`config.mk`:
```
export PLATFORM = sky130hd
export DESIGN_NAME = date_difference_days
export DESIGN_NICKNAME = d
export VERILOG_FILES = /design/src/rtl/dd_pkg.sv /design/src/rtl/dd_front.sv /design/src/rtl/dd_queue.sv /design/src/rtl/dd_back.sv /design/src/rtl/date_difference_days.sv
export SDC_FILE = /design/constraint.sdc
export NUM_CORES = 2
export LEC_CHECK = 0
export BUFFER_PORTS_ARGS = -buffer_cell sky130_fd_sc_hd__buf_2
export CORE_ASPECT_RATIO = 0.6
export CORE_MARGIN = 2
export CORE_UTILIZATION = 55
export DETAILED_ROUTE_END_ITERATION = 12
export PLACE_DENSITY_LB_ADDON = 0.12
export SLEW_MARGIN = 25
export SYNTH_ARGS = -nofsm -noshare
export SYNTH_HDL_FRONTEND = slang
export SYNTH_HIERARCHICAL = 1
export SYNTH_SLANG_ARGS = --single-unit
export TNS_END_PERCENT = 10
```
`constraint.sdc`:
```
create_clock -name i_clk -period 10.7 [get_ports i_clk]
set_input_delay 2.14 -clock i_clk [delete_from_list [all_inputs] [get_ports i_clk]]
set_output_delay 2.14 -clock i_clk [all_outputs]
set_load 0.1 [all_outputs]
```
`src/rtl/dd_pkg.sv`:
```
// Shared types, constants and the month table for the date difference block.
// No dependencies; every other file imports this package.
package dd_pkg;

    // Field widths
    localparam int YEAR_W   = 14;
    localparam int MONTH_W  = 4;
    localparam int DAY_W    = 5;
    localparam int SPAN_W   = 23;
    localparam int DAYNUM_W = 24;
    localparam int CENT_W   = 8;
    localparam int LEAPS_W  = 14;
    localparam int TABLE_W  = 9;

    // Calendar constants
    localparam int DEFAULT_MAX_YEAR   = 9999;
    localparam int LAST_JULIAN_YEAR   = 1752;
    localparam int DAYS_PER_YEAR      = 365;
    localparam int CENTURY            = 100;
    localparam int QUAD_CENTURY       = 400;
    localparam int JULIAN_LEAPS       = LAST_JULIAN_YEAR / 4;
    localparam int GREG_LEAPS_JULIAN  = LAST_JULIAN_YEAR / 4 - LAST_JULIAN_YEAR / CENTURY
                                      + LAST_JULIAN_YEAR / QUAD_CENTURY;
    localparam int LEAP_OFFSET        = JULIAN_LEAPS - GREG_LEAPS_JULIAN;
    localparam int MONTH_FEB_IDX      = 1;
    localparam int MONTH_DEC          = 12;

    // Reciprocal of 100: exact floor for operands below 43690
    localparam int RECIP_100   = 5243;
    localparam int RECIP_SHIFT = 19;
    localparam int RECIP_W     = 13;
    localparam int PROD_W      = YEAR_W + RECIP_W;

    // Queue between front and back
    localparam int QUEUE_DEPTH = 2;
    localparam int QPTR_W      = $clog2(QUEUE_DEPTH);
    localparam int QCNT_W      = $clog2(QUEUE_DEPTH + 1);

    // One classified date
    typedef struct packed {
        logic [YEAR_W-1:0]  year;
        logic [YEAR_W-1:0]  prev_year;
        logic [CENT_W-1:0]  year_cent;
        logic [CENT_W-1:0]  prev_cent;
        logic [MONTH_W-1:0] month_idx;
        logic [DAY_W-1:0]   day;
    } t_date;

    // One queued work word: both dates
    typedef struct packed {
        t_date date_a;
        t_date date_b;
    } t_pair;

    // Queue status toward the top level
    typedef struct packed {
        logic full;
        logic empty;
    } t_q_status;

    // Days before the start of each month, non-leap year
    function automatic logic [TABLE_W-1:0] days_before(input logic [MONTH_W-1:0] idx);
        logic [TABLE_W-1:0] v;
        case (idx)
            4'd0:    v = 9'd0;
            4'd1:    v = 9'd31;
            4'd2:    v = 9'd59;
            4'd3:    v = 9'd90;
            4'd4:    v = 9'd120;
            4'd5:    v = 9'd151;
            4'd6:    v = 9'd181;
            4'd7:    v = 9'd212;
            4'd8:    v = 9'd243;
            4'd9:    v = 9'd273;
            4'd10:   v = 9'd304;
            4'd11:   v = 9'd334;
            default: v = 9'd0;
        endcase
        return v;
    endfunction

endpackage

```
`src/rtl/dd_front.sv`:
```
// Front end: clamps the raw year and month fields and computes the century quotients.
// Depends on dd_pkg.
module dd_front #(
    parameter int MAX_YEAR = dd_pkg::DEFAULT_MAX_YEAR
) (
    input  logic [dd_pkg::YEAR_W-1:0]  i_first_year,
    input  logic [dd_pkg::MONTH_W-1:0] i_first_month,
    input  logic [dd_pkg::DAY_W-1:0]   i_first_day,
    input  logic [dd_pkg::YEAR_W-1:0]  i_second_year,
    input  logic [dd_pkg::MONTH_W-1:0] i_second_month,
    input  logic [dd_pkg::DAY_W-1:0]   i_second_day,
    output dd_pkg::t_pair              o_pair
);
    import dd_pkg::*;

    localparam int CMP_W = 17;

    // Clamp one date and divide year and year-1 by 100
    function automatic t_date classify(input logic [YEAR_W-1:0]  year,
                                       input logic [MONTH_W-1:0] month,
                                       input logic [DAY_W-1:0]   day);
        t_date              d;
        logic [YEAR_W-1:0]  y;
        logic [MONTH_W-1:0] m;
        logic [PROD_W-1:0]  prod_y;
        logic [PROD_W-1:0]  prod_n;
        y = (year == '0) ? YEAR_W'(1) : year;
        if (CMP_W'(y) > CMP_W'(MAX_YEAR)) begin
            y = YEAR_W'(MAX_YEAR);
        end
        m = month;
        if (m == '0) begin
            m = MONTH_W'(1);
        end
        if (m > MONTH_W'(MONTH_DEC)) begin
            m = MONTH_W'(MONTH_DEC);
        end
        d.year      = y;
        d.prev_year = y - YEAR_W'(1);
        prod_y      = PROD_W'(y) * PROD_W'(RECIP_100);
        prod_n      = PROD_W'(d.prev_year) * PROD_W'(RECIP_100);
        d.year_cent = prod_y[RECIP_SHIFT +: CENT_W];
        d.prev_cent = prod_n[RECIP_SHIFT +: CENT_W];
        d.month_idx = m - MONTH_W'(1);
        d.day       = day;
        return d;
    endfunction

    // Classify both dates
    always_comb begin
        o_pair.date_a = classify(i_first_year, i_first_month, i_first_day);
        o_pair.date_b = classify(i_second_year, i_second_month, i_second_day);
    end

endmodule

```
`src/rtl/dd_queue.sv`:
```
// Short queue of classified date pairs between front and back end.
// Depends on dd_pkg.
module dd_queue (
    input  logic              i_clk,
    input  logic              i_rst_n,
    input  logic              i_push,
    input  dd_pkg::t_pair     i_data,
    input  logic              i_pop,
    output dd_pkg::t_pair     o_data,
    output dd_pkg::t_q_status o_status
);
    import dd_pkg::*;

    t_pair              r_mem [QUEUE_DEPTH];
    logic [QPTR_W-1:0]  r_wr_ptr;
    logic [QPTR_W-1:0]  r_rd_ptr;
    logic [QCNT_W-1:0]  r_count;
    logic [QPTR_W-1:0]  n_wr_ptr;
    logic [QPTR_W-1:0]  n_rd_ptr;
    logic [QCNT_W-1:0]  n_count;
    logic               w_push;
    logic               w_pop;

    assign o_status.full  = (r_count == QCNT_W'(QUEUE_DEPTH));
    assign o_status.empty = (r_count == '0);
    assign w_push = i_push && !o_status.full;
    assign w_pop  = i_pop && !o_status.empty;
    assign o_data = r_mem[r_rd_ptr];

    // Advance pointers and count
    always_comb begin
        n_wr_ptr = r_wr_ptr;
        n_rd_ptr = r_rd_ptr;
        n_count  = r_count;
        if (w_push) begin
            n_wr_ptr = (r_wr_ptr == QPTR_W'(QUEUE_DEPTH - 1)) ? '0 : r_wr_ptr + QPTR_W'(1);
        end
        if (w_pop) begin
            n_rd_ptr = (r_rd_ptr == QPTR_W'(QUEUE_DEPTH - 1)) ? '0 : r_rd_ptr + QPTR_W'(1);
        end
        case ({w_push, w_pop})
            2'b10:   n_count = r_count + QCNT_W'(1);
            2'b01:   n_count = r_count - QCNT_W'(1);
            default: n_count = r_count;
        endcase
    end

    always_ff @(posedge i_clk) begin
        if (!i_rst_n) begin
            r_wr_ptr <= '0;
            r_rd_ptr <= '0;
            r_count  <= '0;
        end else begin
            r_wr_ptr <= n_wr_ptr;
            r_rd_ptr <= n_rd_ptr;
            r_count  <= n_count;
        end
    end

    // Store the incoming word
    always_ff @(posedge i_clk) begin
        if (w_push) begin
            r_mem[r_wr_ptr] <= i_data;
        end
    end

endmodule

```
`src/rtl/dd_back.sv`:
```
// Back end: turns both classified dates into day numbers and subtracts them.
// Three register stages; depends on dd_pkg.
module dd_back (
    input  logic                     i_clk,
    input  logic                     i_rst_n,
    input  logic                     i_valid,
    input  dd_pkg::t_pair            i_pair,
    output logic                     o_valid,
    output logic [dd_pkg::SPAN_W-1:0] o_day_span
);
    import dd_pkg::*;

    localparam int CPROD_W = YEAR_W + 1;

    logic                r_v1;
    logic                r_v2;
    logic [DAYNUM_W-1:0] r_base_a;
    logic [DAYNUM_W-1:0] r_base_b;
    logic [LEAPS_W-1:0]  r_rest_a;
    logic [LEAPS_W-1:0]  r_rest_b;
    logic [DAYNUM_W-1:0] r_day_a;
    logic [DAYNUM_W-1:0] r_day_b;
    logic                r_valid;
    logic [SPAN_W-1:0]   r_span;

    // Leaps before the year, month offset, leap day and day of month
    function automatic logic [LEAPS_W-1:0] rest_days(input t_date d);
        logic [LEAPS_W-1:0] leaps;
        logic [CPROD_W-1:0] cent_back;
        logic               div4;
        logic               is_leap;
        if (d.prev_year <= YEAR_W'(LAST_JULIAN_YEAR)) begin
            leaps = LEAPS_W'(d.prev_year >> 2);
        end else begin
            leaps = LEAPS_W'(LEAP_OFFSET) + LEAPS_W'(d.prev_year >> 2)
                  + LEAPS_W'(d.prev_cent >> 2) - LEAPS_W'(d.prev_cent);
        end
        div4      = (d.year[1:0] == 2'b00);
        cent_back = CPROD_W'(d.year_cent) * CPROD_W'(CENTURY);
        if (d.year <= YEAR_W'(LAST_JULIAN_YEAR)) begin
            is_leap = div4;
        end else begin
            is_leap = div4 && ((cent_back != CPROD_W'(d.year)) || (d.year_cent[1:0] == 2'b00));
        end
        return leaps + LEAPS_W'(days_before(d.month_idx))
             + LEAPS_W'(is_leap && (d.month_idx > MONTH_W'(MONTH_FEB_IDX)))
             + LEAPS_W'(d.day);
    endfunction

    // Stage 1: whole-year days and the remainder per date
    always_ff @(posedge i_clk) begin
        r_base_a <= DAYNUM_W'(i_pair.date_a.prev_year) * DAYNUM_W'(DAYS_PER_YEAR);
        r_base_b <= DAYNUM_W'(i_pair.date_b.prev_year) * DAYNUM_W'(DAYS_PER_YEAR);
        r_rest_a <= rest_days(i_pair.date_a);
        r_rest_b <= rest_days(i_pair.date_b);
    end

    // Stage 2: day numbers
    always_ff @(posedge i_clk) begin
        r_day_a <= r_base_a + DAYNUM_W'(r_rest_a);
        r_day_b <= r_base_b + DAYNUM_W'(r_rest_b);
    end

    // Stage 3: difference, wrapped to the span width
    always_ff @(posedge i_clk) begin
        r_span <= SPAN_W'(r_day_b - r_day_a);
    end

    // Advance the valid bits
    always_ff @(posedge i_clk) begin
        if (!i_rst_n) begin
            r_v1    <= 1'b0;
            r_v2    <= 1'b0;
            r_valid <= 1'b0;
        end else begin
            r_v1    <= i_valid;
            r_v2    <= r_v1;
            r_valid <= r_v2;
        end
    end

    assign o_valid    = r_valid;
    assign o_day_span = r_span;

endmodule

```
`src/rtl/date_difference_days.sv`:
```
// Top level of the date difference block: front end, queue, back end.
// Depends on dd_pkg, dd_front, dd_queue and dd_back.
//
// Usage:
//   Drive both dates on the i_first_* and i_second_* ports and raise start.
//   The pair is taken at a rising edge where start is high and busy is low.
//   busy is high during reset and when the two-word queue is full; the back
//   end drains one word every cycle, so after reset busy stays low and a new
//   pair may be taken every cycle.
//   The signed day count (second minus first, 23-bit two's complement) shows
//   on o_day_span for exactly one cycle, marked by o_valid: the accepted pair
//   passes the queue register, then the whole-year product stage, the
//   day-number add stage and the subtract stage.
//   Throughput is one pair per cycle, as the back pipeline never stalls.
//   The receiver cannot stall the result; it must take it in that cycle.
//   Reset (synchronous, active low) empties the queue and drops any result
//   in flight. Years are clamped to 1..MAX_YEAR and months to 1..12.
module date_difference_days #(
    parameter int MAX_YEAR = dd_pkg::DEFAULT_MAX_YEAR
) (
    input  logic                       i_clk,
    input  logic                       i_rst_n,
    input  logic                       start,
    output logic                       busy,
    input  logic [dd_pkg::YEAR_W-1:0]  i_first_year,
    input  logic [dd_pkg::MONTH_W-1:0] i_first_month,
    input  logic [dd_pkg::DAY_W-1:0]   i_first_day,
    input  logic [dd_pkg::YEAR_W-1:0]  i_second_year,
    input  logic [dd_pkg::MONTH_W-1:0] i_second_month,
    input  logic [dd_pkg::DAY_W-1:0]   i_second_day,
    output logic                       o_valid,
    output logic [dd_pkg::SPAN_W-1:0]  o_day_span
);
    import dd_pkg::*;

    t_pair     w_front_pair;
    t_pair     w_head_pair;
    t_q_status w_q_status;
    logic      w_accept;
    logic      w_pop;

    // Classify the incoming word
    dd_front #(
        .MAX_YEAR(MAX_YEAR)
    ) u_front (
        .i_first_year  (i_first_year),
        .i_first_month (i_first_month),
        .i_first_day   (i_first_day),
        .i_second_year (i_second_year),
        .i_second_month(i_second_month),
        .i_second_day  (i_second_day),
        .o_pair        (w_front_pair)
    );

    // Hold classified words until the back end takes them
    assign busy     = w_q_status.full || !i_rst_n;
    assign w_accept = start && !busy;
    assign w_pop    = !w_q_status.empty;

    dd_queue u_queue (
        .i_clk   (i_clk),
        .i_rst_n (i_rst_n),
        .i_push  (w_accept),
        .i_data  (w_front_pair),
        .i_pop   (w_pop),
        .o_data  (w_head_pair),
        .o_status(w_q_status)
    );

    // Compute the day span
    dd_back u_back (
        .i_clk     (i_clk),
        .i_rst_n   (i_rst_n),
        .i_valid   (w_pop),
        .i_pair    (w_head_pair),
        .o_valid   (o_valid),
        .o_day_span(o_day_span)
    );

    // Every accepted word yields a result unless reset intervenes
    a_accept_to_result: assert property (@(posedge i_clk)
        ($past(w_accept, 4) && $past(i_rst_n, 3) && $past(i_rst_n, 2) && $past(i_rst_n, 1))
        |-> o_valid)
        else $error("accepted word produced no result");

    // No result without an earlier accepted word
    a_result_from_accept: assert property (@(posedge i_clk) disable iff (!i_rst_n)
        o_valid |-> $past(w_accept, 4))
        else $error("result without an accepted word");

    // The back end drains every cycle, so the queue never fills after reset
    a_queue_never_full: assert property (@(posedge i_clk) disable iff (!i_rst_n)
        $past(i_rst_n) |-> !w_q_status.full)
        else $error("queue filled although the back end never stalls");

endmodule

```
==> run summary <==
Top Usage Layer GRT = met1
Initial Util = 56.1%
slowest CP cell = xnor2_1
Hold Crit Class = flop to flop
total gr overflow = 0
cell taking the most area after synthesis = ha_1
most frequent cells in the layout = inv_1, ha_1, fa_1, edfxtp_1, xnor2_1
drt wl/cell = 17.9 um
commonest non-fill, non-tap cell in the layout = inv_1
IO Pins = 74
largest net degree at the start of global routing = 57
asr flop ratio synth = 0%
final core occ = 60.1%
Final Max Tran Viols = 0
TritonCTS buffer count = 40
Die Width = 345 um
Crit. End Element = flop
max cap viols = 0
post-synthesis sequential area ratio = 24.4%
delay-heaviest family, CP = adder cells
Crit Path Class = primary input to flop
Max stage delay on crit path = 0.66 ns
Post-Syn Nets = 4814
Worst Setup Start Kind = primary input
Hold Fails Final Rpt = 0
most used cell, CP = fa_1
routed vias = 25300
Worst Path Required = 11.00 ns
Worst-Margin Slew = 1.03 ns
Final Skew = 0.0263 ns
post-DP HPWL = 71400 um
share of layout cells above drive strength 1 = 7.04%
Tot GR Track Use = 23.9%
worst-path fanout max = 7
warnings from Yosys = 6
filler instances = 5734
initial antenna violation count = 5
RSZ-0062 raised after global routing = no
Core ar. = 68500 um2
outcome = complete, no violations
std cell rows = 74
Cell Area, Synth = 38400 um2
clock latency on the worst-skew pair = 0.58 ns
met1 Use GR = 41.2%
EDFF count, synth = 212
Synth top area share = 23.3%
top_reg_cell synth = edfxtp_1
DRC = 0
global-route wire length before repair = 136000 um
Root Driver = clkbuf_16
post-route clock period utilization = 86.2%
endpoints failing setup = 0
setup bufs post-CTS = 0
CP bufs+invs = 3
clock sinks = 363
#FFs+latches synth = 363
post-layout min period = 9.22 ns
Hold-fix buffers, CTS = 0
Setup Total Neg Slack = 0 ns
worst rel slew slack = 30.7%
Post-Syn Instances = 3682
Area Growth Syn to Fin = 7.27%
synth top area cells = ha_1, fa_1, edfxtp_1, dfxtp_1, inv_1
clk buf depth = 3
via/cell ratio = 5.36
count of cell types in the netlist = 103
post-synthesis average cell area = 10.4 um2
area of the die = 72000 um2
cts repair resizes = 0
Final Wtd Congestion = 0.962
CTS tree = built
Iteration-0 DRC Markers = 1682
H-tree levels = 2
ANT nets after route = 0
Fmax = 108 MHz
met2 Use GR = 30.0%
Worst-path clk slew = 0.06 ns
Routed Wire Length = 84400 um
Die Y = 209 um
Final Net Count = 4907
input/output buffers = 73
vias in the first global route = 24400
M3 GR Usage = 5.15%
CP arrival = 9.52 ns
drt pass-1 iters = 7
post-route setup slack = 1.48 ns
pre-CTS setup slack = 0.907 ns
## worst reg2reg max path: stages, from the launching register on
cell	delay, ns
dfxtp_4	0.69
mux2_1	0.50
ha_1	0.33
ha_1	0.29
ha_1	0.32
fa_1	0.52
xnor2_1	0.20
nand4_1	0.12
a2111oi_0	0.39
o2111ai_1	0.21
a2111oi_0	0.31
a31oi_1	0.33
fa_1	0.61
ha_1	0.18
inv_1	0.06
fa_1	0.41
nor2b_1	0.18
o2111ai_1	0.18
a31o_2	0.27
o21ai_0	0.42
a21oi_1	0.14
nor4b_2	0.44
## routing by layer
| metal | wire length, um | vias up |
|---|---|---|
| met5 | 13 | - |
| met1 | 47500 | 12100 |
| met4 | 782 | 2 |
| met2 | 29800 | 656 |
| li1 | - | 12500 |
| met3 | 6270 | 58 |
## layout make-up
cell class                 instances  area (um2)  area share, %
multi-input combinational       2467       25700           62.5
sequential                       363        9390           22.8
inverter                         811        3050           7.39
tap                              912        1140           2.77
clock buffer                      51        1130           2.74
timing repair buffer              92         508           1.23
clock inverter                    23         239          0.580
antenna                            1        2.50        0.00607
## registers in the layout, indices dropped and copies added (netlist names), named ones only
name / cells
u_queue/r_mem: 212
u_back/o_day_span: 23
u_back/r_base_a: 23
u_back/r_base_b: 23
u_back/r_day_a: 23
u_back/r_day_b: 23
u_back/r_rest_a: 14
u_back/r_rest_b: 14
u_queue/r_count: 2
u_back/o_valid: 1
u_back/r_v1: 1
u_back/r_v2: 1
u_queue/r_rd_ptr: 1
u_queue/r_wr_ptr: 1
## synth_stat cells, types with 8 or more instances
| library cell | number |
|---|---|
| inv_1 | 803 |
| ha_1 | 715 |
| fa_1 | 368 |
| edfxtp_1 | 212 |
| xnor2_1 | 158 |
| dfxtp_1 | 151 |
| nor2_1 | 138 |
| nand2_1 | 137 |
| a21oi_1 | 133 |
| o21ai_0 | 89 |
| mux2_1 | 59 |
| xor2_1 | 57 |
| a21o_1 | 51 |
| mux2_2 | 49 |
| nand3_1 | 43 |
| nor3_1 | 43 |
| nand2b_1 | 32 |
| o21a_1 | 31 |
| nor2b_1 | 27 |
| nand4_1 | 20 |
| a211oi_1 | 18 |
| and3_1 | 18 |
| o211ai_1 | 17 |
| o21ai_1 | 17 |
| o21bai_1 | 16 |
| and2_1 | 15 |
| clkbuf_1 | 15 |
| a31oi_1 | 13 |
| buf_4 | 11 |
| nor4_1 | 11 |
| o2111ai_1 | 10 |
| or3_1 | 10 |
| o31ai_1 | 9 |
| a2111oi_0 | 8 |
| buf_2 | 8 |
| inv_2 | 8 |
## cell families (layout without fill, tap and decap cells)
logic type	Yosys count	count (layout)	share of synthesized area [%]
adder cells (fa/ha/maj)	1083	1083	42.5
flip-flops	363	363	24.4
XOR/XNOR	218	218	5.03
AO/OA/AOI/OAI	521	521	9.28
other	0	1	0
AND/OR/NAND/NOR	529	529	6.81
buffers and inverters	852	977	8.58
multiplexers	116	116	3.38
## worst paths after layout
path                          from              endpoint  slack (ns)  cells after the start
setup reg to reg              flop   u_back/r_rest_a[12]        3.47                     21
hold reg to reg        u_back/r_v1           u_back/r_v2        0.43                      1
hold / removal         u_back/r_v1           u_back/r_v2        0.43                      1
setup / recovery  i_second_year[7]  u_queue/r_mem[1][16]        1.48                     26
## metrics by stage
| step | hold slack [ns] | instance area [um2] | std cells |
|---|---|---|---|
| 2_1_floorplan | 0.412 | 38400 | 3682 |
| 3_3_place_gp | 0.416 | 39800 | 4645 |
| 3_5_place_dp | 0.419 | 39800 | 4645 |
| 4_1_cts | 0.433 | 41200 | 4719 |
| 5_1_grt | 0.445 | 41200 | 4719 |
| 6_report | 0.430 | 41200 | 4720 |
Power is left out: the tool's default activity adds up to more than one toggle a clock period on the data nets, which glitch-free logic cannot reach.
